**config.mk**
```make
export PLATFORM = sky130hd
export DESIGN_NAME = doubly_linked_list_manager
export DESIGN_NICKNAME = d
export VERILOG_FILES = /design/src/design/dllm_pkg.sv /design/src/design/dllm_ctrl.sv /design/src/design/dllm_datapath.sv /design/src/design/doubly_linked_list_manager.sv
export SDC_FILE = /design/constraint.sdc
export NUM_CORES = 2
export LEC_CHECK = 0
export BUFFER_PORTS_ARGS = -buffer_cell sky130_fd_sc_hd__buf_2
export CAP_MARGIN = 20
export CORE_UTILIZATION = 35
export CTS_CLUSTER_DIAMETER = 30
export DETAILED_ROUTE_END_ITERATION = 8
export SLEW_MARGIN = 30
export SYNTH_ARGS = -nofsm -noshare
export SYNTH_HDL_FRONTEND = slang
export SYNTH_SLANG_ARGS = --single-unit
```
**constraint.sdc**
```tcl
create_clock -name i_clk -period 5.65 [get_ports i_clk]
set_input_delay 0 -clock i_clk [delete_from_list [all_inputs] [get_ports i_clk]]
set_output_delay 0 -clock i_clk [all_outputs]
set_load 0.1 [all_outputs]
```
**src/design/dllm_pkg.sv**
```systemverilog
// ----------------------------------------------------------------------------
// dllm_pkg
// Shared field widths, operation codes and controller/datapath handshake
// types for the doubly linked list manager.
// ----------------------------------------------------------------------------
package dllm_pkg;

    localparam int ENTRY_W = 6;
    localparam int KIND_W  = 3;
    localparam int LEN_W   = 7;

    // Operation codes carried on the kind field; codes 6 and 7 mean nothing
    typedef enum logic [KIND_W-1:0] {
        KIND_INS_FIRST  = 3'd0,
        KIND_INS_LAST   = 3'd1,
        KIND_INS_BEFORE = 3'd2,
        KIND_TAKE_ENTRY = 3'd3,
        KIND_TAKE_FIRST = 3'd4,
        KIND_TAKE_LAST  = 3'd5
    } t_kind;

    // Commands from controller to datapath
    typedef struct packed {
        logic capture;  // latch the incoming word, launch link reads
        logic eval;     // check legality, do first link write and list update
        logic link;     // second link write for inserts
    } t_cmd;

    // Status from datapath to controller, valid during eval
    typedef struct packed {
        logic legal;
        logic insert;
    } t_status;

endpackage

```
**src/design/dllm_ctrl.sv**
```systemverilog
// ----------------------------------------------------------------------------
// dllm_ctrl
// Sequencer for one list operation: capture, evaluate, optional link pass,
// then a one-cycle done strobe.
// ----------------------------------------------------------------------------
module dllm_ctrl (
    input  logic             i_clk,
    input  logic             i_rst_n,
    input  logic             start,
    output logic             busy,
    output logic             o_done,
    output dllm_pkg::t_cmd   o_cmd,
    input  dllm_pkg::t_status i_status
);

    typedef enum logic [1:0] {
        ST_IDLE,
        ST_EVAL,
        ST_LINK
    } t_state;

    t_state r_state;
    logic   r_done;

    always_ff @(posedge i_clk) begin
        if (!i_rst_n) begin
            r_state <= ST_IDLE;
            r_done  <= 1'b0;
        end else begin
            r_done <= 1'b0;
            case (r_state)
                ST_IDLE: begin
                    if (start) begin
                        r_state <= ST_EVAL;
                    end
                end
                ST_EVAL: begin
                    if (i_status.legal && i_status.insert) begin
                        r_state <= ST_LINK;
                    end else begin
                        r_state <= ST_IDLE;
                        r_done  <= 1'b1;
                    end
                end
                ST_LINK: begin
                    r_state <= ST_IDLE;
                    r_done  <= 1'b1;
                end
                default: begin
                    r_state <= ST_IDLE;
                end
            endcase
        end
    end

    assign busy          = (r_state != ST_IDLE);
    assign o_done        = r_done;
    assign o_cmd.capture = (r_state == ST_IDLE) && start;
    assign o_cmd.eval    = (r_state == ST_EVAL);
    assign o_cmd.link    = (r_state == ST_LINK);

endmodule

```
**src/design/dllm_datapath.sv**
```systemverilog
// ----------------------------------------------------------------------------
// dllm_datapath
// Link tables (prev and next memories), head, tail, count and membership
// bits, with the legality checks and link updates of each operation.
// ----------------------------------------------------------------------------
module dllm_datapath #(
    parameter int POOL_SIZE = 64
) (
    input  logic                          i_clk,
    input  logic                          i_rst_n,
    input  dllm_pkg::t_cmd                i_cmd,
    output dllm_pkg::t_status             o_status,
    input  logic [dllm_pkg::KIND_W-1:0]   i_kind,
    input  logic [dllm_pkg::ENTRY_W-1:0]  i_entry,
    input  logic [dllm_pkg::ENTRY_W-1:0]  i_before_entry,
    output logic [dllm_pkg::ENTRY_W-1:0]  o_taken_entry,
    output logic                          o_taken_valid,
    output logic                          o_error,
    output logic [dllm_pkg::LEN_W-1:0]    o_length,
    output logic                          o_is_empty,
    output logic [dllm_pkg::ENTRY_W-1:0]  o_first_entry,
    output logic [dllm_pkg::ENTRY_W-1:0]  o_last_entry
);

    localparam int IW = (POOL_SIZE > 1) ? $clog2(POOL_SIZE) : 1;
    localparam int LW = $clog2(POOL_SIZE + 1);
    localparam logic [LW-1:0] NIL = LW'(POOL_SIZE);

    // link memories
    logic [LW-1:0] r_prev_link [POOL_SIZE];
    logic [LW-1:0] r_next_link [POOL_SIZE];
    logic [LW-1:0] r_prev_rd;
    logic [LW-1:0] r_next_rd;

    // list state
    logic [POOL_SIZE-1:0] r_member;
    logic [LW-1:0]        r_head;
    logic [LW-1:0]        r_tail;
    logic [LW-1:0]        r_count;

    // membership of the incoming entry and anchor, sampled with the link reads
    logic                 r_e_mem;
    logic                 r_b_mem;

    // captured word and saved neighbors
    logic [dllm_pkg::KIND_W-1:0]  r_kind;
    logic [dllm_pkg::ENTRY_W-1:0] r_entry;
    logic [dllm_pkg::ENTRY_W-1:0] r_before;
    logic [LW-1:0]                r_p;
    logic [LW-1:0]                r_n;
    logic [LW-1:0]                r_e;

    // result word
    logic [dllm_pkg::ENTRY_W-1:0] r_taken;
    logic                         r_taken_valid;
    logic                         r_error;

    // read address from the incoming word
    logic [31:0]   w_in_e32;
    logic [31:0]   w_in_b32;
    logic [IW-1:0] w_in_e_idx;
    logic [IW-1:0] w_in_b_idx;
    logic [LW-1:0] w_rd_tgt;
    logic [IW-1:0] w_prev_ra;
    logic [IW-1:0] w_next_ra;

    // evaluation
    logic [31:0]   w_e32;
    logic [31:0]   w_b32;
    logic [LW-1:0] w_e_lw;
    logic [LW-1:0] w_b_lw;
    logic [IW-1:0] w_e_idx;
    logic          w_e_in;
    logic          w_b_in;
    logic          w_e_mem;
    logic          w_b_mem;
    logic [LW-1:0] w_tgt;
    logic [LW-1:0] w_p;
    logic [LW-1:0] w_n;
    logic          w_legal;
    logic          w_insert;
    logic          w_take;

    // memory write ports
    logic          w_prev_we;
    logic [IW-1:0] w_prev_wa;
    logic [LW-1:0] w_prev_wd;
    logic          w_next_we;
    logic [IW-1:0] w_next_wa;
    logic [LW-1:0] w_next_wd;

    logic [31:0]   w_head32;
    logic [31:0]   w_tail32;
    logic [31:0]   w_count32;
    logic [31:0]   w_tgt32;

    // launch reads at capture: prev at the anchor for insert before, otherwise
    // at the target; next always at the target (the entry, or head/tail for takes)
    always_comb begin
        w_in_e32   = 32'(i_entry);
        w_in_b32   = 32'(i_before_entry);
        w_in_e_idx = w_in_e32[IW-1:0];
        w_in_b_idx = w_in_b32[IW-1:0];
        case (i_kind)
            dllm_pkg::KIND_TAKE_FIRST: w_rd_tgt = r_head;
            dllm_pkg::KIND_TAKE_LAST:  w_rd_tgt = r_tail;
            default:                   w_rd_tgt = w_in_e32[LW-1:0];
        endcase
        w_next_ra = w_rd_tgt[IW-1:0];
        if (i_kind == dllm_pkg::KIND_INS_BEFORE) begin
            w_prev_ra = w_in_b_idx;
        end else begin
            w_prev_ra = w_rd_tgt[IW-1:0];
        end
    end

    // legality and neighbor selection
    always_comb begin
        w_e32   = 32'(r_entry);
        w_b32   = 32'(r_before);
        w_e_lw  = w_e32[LW-1:0];
        w_b_lw  = w_b32[LW-1:0];
        w_e_idx = w_e32[IW-1:0];
        w_e_in  = (w_e32 < 32'(POOL_SIZE));
        w_b_in  = (w_b32 < 32'(POOL_SIZE));
        w_e_mem = w_e_in && r_e_mem;
        w_b_mem = w_b_in && r_b_mem;
        w_tgt   = w_e_lw;
        w_p     = r_prev_rd;
        w_n     = r_next_rd;
        w_legal  = 1'b0;
        w_insert = 1'b0;
        w_take   = 1'b0;
        case (r_kind)
            dllm_pkg::KIND_INS_FIRST: begin
                w_insert = 1'b1;
                w_legal  = w_e_in && !w_e_mem;
                w_p      = NIL;
                w_n      = r_head;
            end
            dllm_pkg::KIND_INS_LAST: begin
                w_insert = 1'b1;
                w_legal  = w_e_in && !w_e_mem;
                w_p      = r_tail;
                w_n      = NIL;
            end
            dllm_pkg::KIND_INS_BEFORE: begin
                w_insert = 1'b1;
                w_legal  = w_e_in && !w_e_mem && w_b_mem;
                w_p      = r_prev_rd;
                w_n      = w_b_lw;
            end
            dllm_pkg::KIND_TAKE_ENTRY: begin
                w_take  = 1'b1;
                w_legal = w_e_mem;
            end
            dllm_pkg::KIND_TAKE_FIRST: begin
                w_take  = 1'b1;
                w_legal = (r_count != '0) && (r_head != NIL);
                w_tgt   = r_head;
            end
            dllm_pkg::KIND_TAKE_LAST: begin
                w_take  = 1'b1;
                w_legal = (r_count != '0) && (r_tail != NIL);
                w_tgt   = r_tail;
            end
            default: begin
                w_legal = 1'b0;
            end
        endcase
    end

    assign o_status.legal  = w_legal;
    assign o_status.insert = w_insert;

    // write port selection
    always_comb begin
        w_prev_we = 1'b0;
        w_prev_wa = w_e_idx;
        w_prev_wd = w_p;
        w_next_we = 1'b0;
        w_next_wa = w_e_idx;
        w_next_wd = w_n;
        if (i_cmd.eval && w_legal && w_insert) begin
            // new entry's own links
            w_prev_we = 1'b1;
            w_next_we = 1'b1;
        end else if (i_cmd.eval && w_legal && w_take) begin
            // bridge the neighbors over the removed entry
            w_prev_we = (w_n != NIL);
            w_prev_wa = w_n[IW-1:0];
            w_prev_wd = w_p;
            w_next_we = (w_p != NIL);
            w_next_wa = w_p[IW-1:0];
            w_next_wd = w_n;
        end else if (i_cmd.link) begin
            // point the neighbors at the new entry
            w_prev_we = (r_n != NIL);
            w_prev_wa = r_n[IW-1:0];
            w_prev_wd = r_e;
            w_next_we = (r_p != NIL);
            w_next_wa = r_p[IW-1:0];
            w_next_wd = r_e;
        end
    end

    always_ff @(posedge i_clk) begin
        if (w_prev_we) begin
            r_prev_link[w_prev_wa] <= w_prev_wd;
        end
        r_prev_rd <= r_prev_link[w_prev_ra];
    end

    always_ff @(posedge i_clk) begin
        if (w_next_we) begin
            r_next_link[w_next_wa] <= w_next_wd;
        end
        r_next_rd <= r_next_link[w_next_ra];
    end

    // sample membership of the incoming word alongside the link reads
    always_ff @(posedge i_clk) begin
        r_e_mem <= r_member[w_in_e_idx];
        r_b_mem <= r_member[w_in_b_idx];
    end

    // payload registers
    always_ff @(posedge i_clk) begin
        if (i_cmd.capture) begin
            r_kind   <= i_kind;
            r_entry  <= i_entry;
            r_before <= i_before_entry;
        end
        if (i_cmd.eval) begin
            r_p           <= w_p;
            r_n           <= w_n;
            r_e           <= w_e_lw;
            r_error       <= !w_legal;
            r_taken_valid <= w_legal && w_take;
            r_taken       <= (w_legal && w_take) ? w_tgt32[dllm_pkg::ENTRY_W-1:0] : '0;
        end
    end

    assign w_tgt32 = 32'(w_tgt);

    // list state
    always_ff @(posedge i_clk) begin
        if (!i_rst_n) begin
            r_member <= '0;
            r_head   <= NIL;
            r_tail   <= NIL;
            r_count  <= '0;
        end else if (i_cmd.eval && w_legal) begin
            if (w_insert) begin
                r_member[w_e_idx] <= 1'b1;
                r_count           <= r_count + LW'(1);
                if (w_p == NIL) begin
                    r_head <= w_e_lw;
                end
                if (w_n == NIL) begin
                    r_tail <= w_e_lw;
                end
            end else begin
                r_member[w_tgt[IW-1:0]] <= 1'b0;
                r_count                 <= r_count - LW'(1);
                if (w_p == NIL) begin
                    r_head <= w_n;
                end
                if (w_n == NIL) begin
                    r_tail <= w_p;
                end
            end
        end
    end

    // result fields
    assign w_head32  = 32'(r_head);
    assign w_tail32  = 32'(r_tail);
    assign w_count32 = 32'(r_count);

    assign o_taken_entry = r_taken;
    assign o_taken_valid = r_taken_valid;
    assign o_error       = r_error;
    assign o_length      = w_count32[dllm_pkg::LEN_W-1:0];
    assign o_is_empty    = (r_count == '0);
    assign o_first_entry = (r_head != NIL) ? w_head32[dllm_pkg::ENTRY_W-1:0] : '0;
    assign o_last_entry  = (r_tail != NIL) ? w_tail32[dllm_pkg::ENTRY_W-1:0] : '0;

endmodule

```
**src/design/doubly_linked_list_manager.sv**
```systemverilog
// ----------------------------------------------------------------------------
// doubly_linked_list_manager
// Ordered doubly linked list over a fixed pool of entry indices.
// ----------------------------------------------------------------------------
// Each word on start is one list operation (insert first, insert last,
// insert before a member, take an entry, take first, take last). The block
// accepts a word when start is high and busy is low, and answers every word
// with exactly one result, shown for a single cycle with o_done high; the
// receiver cannot stall it, so sample the result ports on o_done. Each
// operation reads the link memories, then does the first link write and
// list update; a take or an illegal operation then completes, while an
// insert does one more write, since each link memory has a single write
// port and an insert touches two entries of the same table. The next word
// may be issued in the cycle o_done is high. Illegal operations (inserting a
// member, taking a non-member, taking from an empty list, inserting before a
// non-member, unused kind codes, indices beyond the pool) raise o_error and
// leave the list unchanged. Link tables are not cleared at reset; only
// membership, head, tail and count are, so the block is ready at once.
// ----------------------------------------------------------------------------
module doubly_linked_list_manager #(
    parameter int POOL_SIZE = 64
) (
    input  logic                          i_clk,
    input  logic                          i_rst_n,
    input  logic                          start,
    output logic                          busy,
    input  logic [dllm_pkg::KIND_W-1:0]   i_kind,
    input  logic [dllm_pkg::ENTRY_W-1:0]  i_entry,
    input  logic [dllm_pkg::ENTRY_W-1:0]  i_before_entry,
    output logic                          o_done,
    output logic [dllm_pkg::ENTRY_W-1:0]  o_taken_entry,
    output logic                          o_taken_valid,
    output logic                          o_error,
    output logic [dllm_pkg::LEN_W-1:0]    o_length,
    output logic                          o_is_empty,
    output logic [dllm_pkg::ENTRY_W-1:0]  o_first_entry,
    output logic [dllm_pkg::ENTRY_W-1:0]  o_last_entry
);

    dllm_pkg::t_cmd    w_cmd;
    dllm_pkg::t_status w_status;

    // sequence the operation
    dllm_ctrl u_ctrl (
        .i_clk    (i_clk),
        .i_rst_n  (i_rst_n),
        .start    (start),
        .busy     (busy),
        .o_done   (o_done),
        .o_cmd    (w_cmd),
        .i_status (w_status)
    );

    // hold the list and its link tables
    dllm_datapath #(
        .POOL_SIZE (POOL_SIZE)
    ) u_datapath (
        .i_clk          (i_clk),
        .i_rst_n        (i_rst_n),
        .i_cmd          (w_cmd),
        .o_status       (w_status),
        .i_kind         (i_kind),
        .i_entry        (i_entry),
        .i_before_entry (i_before_entry),
        .o_taken_entry  (o_taken_entry),
        .o_taken_valid  (o_taken_valid),
        .o_error        (o_error),
        .o_length       (o_length),
        .o_is_empty     (o_is_empty),
        .o_first_entry  (o_first_entry),
        .o_last_entry   (o_last_entry)
    );

endmodule
```
==> flow_summary.toml <==
[place]
hpwl_um = 74800
portBuffers = 47
gp_congestion = 0.909

[clock_network]
clk_latency_ns = 0.78
clk_pin_slew_ns = 0.05
cts_tree = "done"
cts_sinks = 1043
cts_root_buffer = "clkbuf_16"
cts_hold_buf = 19
htreeDepth = 4
cts_buffers = 182
cts_setup_buffers = 0
cts_buffer_depth = 3
cts-resized-gates = 0

[hold_path]
min_from = "i_entry[4]"
hp-class = "input port to flip-flop"
holdPathEnd = "u_datapath.r_entry[4]"
hold_path_depth = 2

[floorplanning]
fp.dieW_um = 354
num_rows = 128
ios = 48
core_area_um2 = 122000
die_h_um = 354
dieArea_um2 = 125000
initial_core_util_pct = 35.4

[timing]
fmax_mhz = 210
setup_tns_ns = 0
fin_crit_ns = 4.76
fin_skew_ns = 0.0432
slew_headroom_pct = 37.5
hold_slack_ns = 0.0445
finalSetupViolCount = 0
final_hold_viol_count = 0
worstMarginPinSlew_ns = 0.930
rsz0062_at_grt = "false"
fin_crit_sh_pct = 84.2
drv_slew = 0

[synth]
netlist_area_um2 = 43300
synth_top_area_share_pct = 65.1
yosysWarnings = 0
seq_area_frac_synth_pct = 69.9
syn_inst = 2891
synth_edf_count = 939
synth_area_leaders = "edfxtp_1 65%, mux4_2 7.4%, dfxtp_1 4.8%"
synth_ff_type = "edfxtp_1"
ys_async_sr_fraction_pct = 0
ys_seq_elements = 1043
synth_nets = 2918
synth.distinct_cells = 87
yosys.area.top_type = "edfxtp_1"
syn_area_per_cell_um2 = 15.0

[critical_path]
cpMaxStageDelayCell = "o31ai_1"
worst-path-stages = 8
crit_arrival_ns = 5.16
crit_path_end_kind = "flip-flop"
cp_data_required_time_ns = 6.05
r2r_end = "u_datapath.r_next_link[11][4]"
worstPathMaxFanout = 15
cp_cell_sequence = "nand2b_4 > a21o_1 > o31a_1 > nor2_2 > o21ai_4 > o31ai_1 > nand2_1 > nor2_1"
cp-start-kind = "flip-flop"
worstReg2RegStart = "u_datapath.r_kind[1]"
ff2ff_setup_slack_ns = 0.89
crit_buf_inv = 0
path_class = "flip-flop to flip-flop"
crit_family = "simple AND/OR/NAND/NOR gates"
slowest_delay_ns = 0.75
reg2reg_depth = 8

[layout]
final_common_cell = "edfxtp_1"
fin_nets = 3083
layout-drive-gt1-share_pct = 21.3
top_regs = "u_datapath.r_next_link: 448 flops, u_datapath.r_prev_link: 448 flops, u_datapath.r_member: 64 flops"
layout_common_cells = "939 x edfxtp_1, 396 x nand2_1, 191 x nor2_1, 187 x clkbuf_16, 142 x mux4_2"
post-route-util_pct = 42.6
area_delta_synth_final_pct = 20.4
antennaDiodeCount = 0

[route]
postRouteWirelength_um = 117000
vias = 26400
drc = 0
drtPass1Iterations = 7
wl_per_cell_um = 24.2
drt_iter0_markers = 2791
drtAntennaViolNets = 0
viasPerCell = 5.46

[global_route]
antenna_found_initial = 4
grt_max_degree = 89
grt_use_total_pct = 18.7
grt_pass1_wl_um = 175000
grt_pass1_vias = 26500
overflow = 0

[pwr]
power_density_nw_per_um2 = 409
power.leakage_nw = 17.3
vdd_drop_max_uv = 324

[outcome]
status = "complete, no violations"

[flow_run]
drv_cap = 0
-- worst max-delay path by stage --
stage	slack, ns	end	from
2_1_floorplan	0.06	u_datapath.r_next_link[0][0]	u_datapath.o_length[0]
3_3_place_gp	1.05	u_datapath.r_next_link[10][6]	u_datapath.r_kind[1]
3_5_place_dp	0.97	u_datapath.r_next_link[11][6]	u_datapath.r_kind[1]
4_1_cts	0.98	u_datapath.r_next_link[11][2]	u_datapath.r_kind[1]
5_1_grt	0.68	u_datapath.r_next_link[11][2]	u_datapath.r_kind[1]
6_report	0.89	u_datapath.r_next_link[11][4]	u_datapath.r_kind[1]
-- final cells by class --
| type | count | area (µm²) |
|---|---|---|
| clock buffer | 217 | 4810 |
| clock inverter | 123 | 1330 |
| fill | 10900 | 70200 |
| inverter | 27 | 101 |
| multi-input combinational | 1653 | 12500 |
| sequential | 1043 | 30300 |
| tap | 1625 | 2030 |
| timing repair buffer | 149 | 1170 |
-- metrics by stage --
stage / setup WS (ns) / area, µm² / std cells / power [W]
floorplan: 0.0616 / 43300 / 2891 / 0.00995
global placement: 1.05 / 45700 / 4472 / 0.0107
detailed placement: 0.974 / 45800 / 4478 / 0.0107
CTS: 0.984 / 52200 / 4837 / 0.0215
global route: 0.681 / 52200 / 4837 / 0.0219
finish: 0.891 / 52200 / 4837 / 0.0213
-- cell usage after synthesis, drive strengths merged (17+ instances only) --
| master | number |
|---|---|
| nor3 | 21 |
| a22oi | 61 |
| dfxtp | 104 |
| nand2 | 397 |
| a21oi | 107 |
| o21ai | 112 |
| buf | 80 |
| a21boi | 72 |
| mux2 | 60 |
| nand3 | 56 |
| clkbuf | 88 |
| nor2b | 28 |
| nand4 | 17 |
| o22ai | 46 |
| mux2i | 102 |
| a32oi | 39 |
| nor2 | 195 |
| inv | 26 |
| edfxtp | 939 |
| mux4 | 142 |
-- metal layers --
metal  GRT usage (%)  vias to the layer above  share of wire (%)
li1                -                    11600                  -
met1            26.5                    13400                 44
met2            28.4                     1150                 46
met3            4.03                      231                8.1
met4            6.24                        2                2.7
met5               0                        -             0.0068
-- kinds of logic (layout without fill, tap and decap cells) --
logic type / Yosys count / after routing / share of synthesized area (%)
buffers and inverters: 195 / 516 / 2.00
AND/OR/NAND/NOR: 810 / 810 / 8.34
flip-flops: 1043 / 1043 / 69.9
AO/OA/AOI/OAI: 525 / 525 / 8.09
adder cells (fa/ha/maj): 9 / 9 / 0.277
multiplexers: 304 / 304 / 11.3
XOR/XNOR: 5 / 5 / 0.101
-- power breakdown --
part	switching [W]	internal [W]	leakage (nW)
clock network	0.00388	0.00688	2.92
registers	0.0000501	0.00880	9.35
logic	0.00126	0.000455	5.03
total	0.00519	0.0161	17.3
No activity file was read; power rests on OpenSTA's default activity.
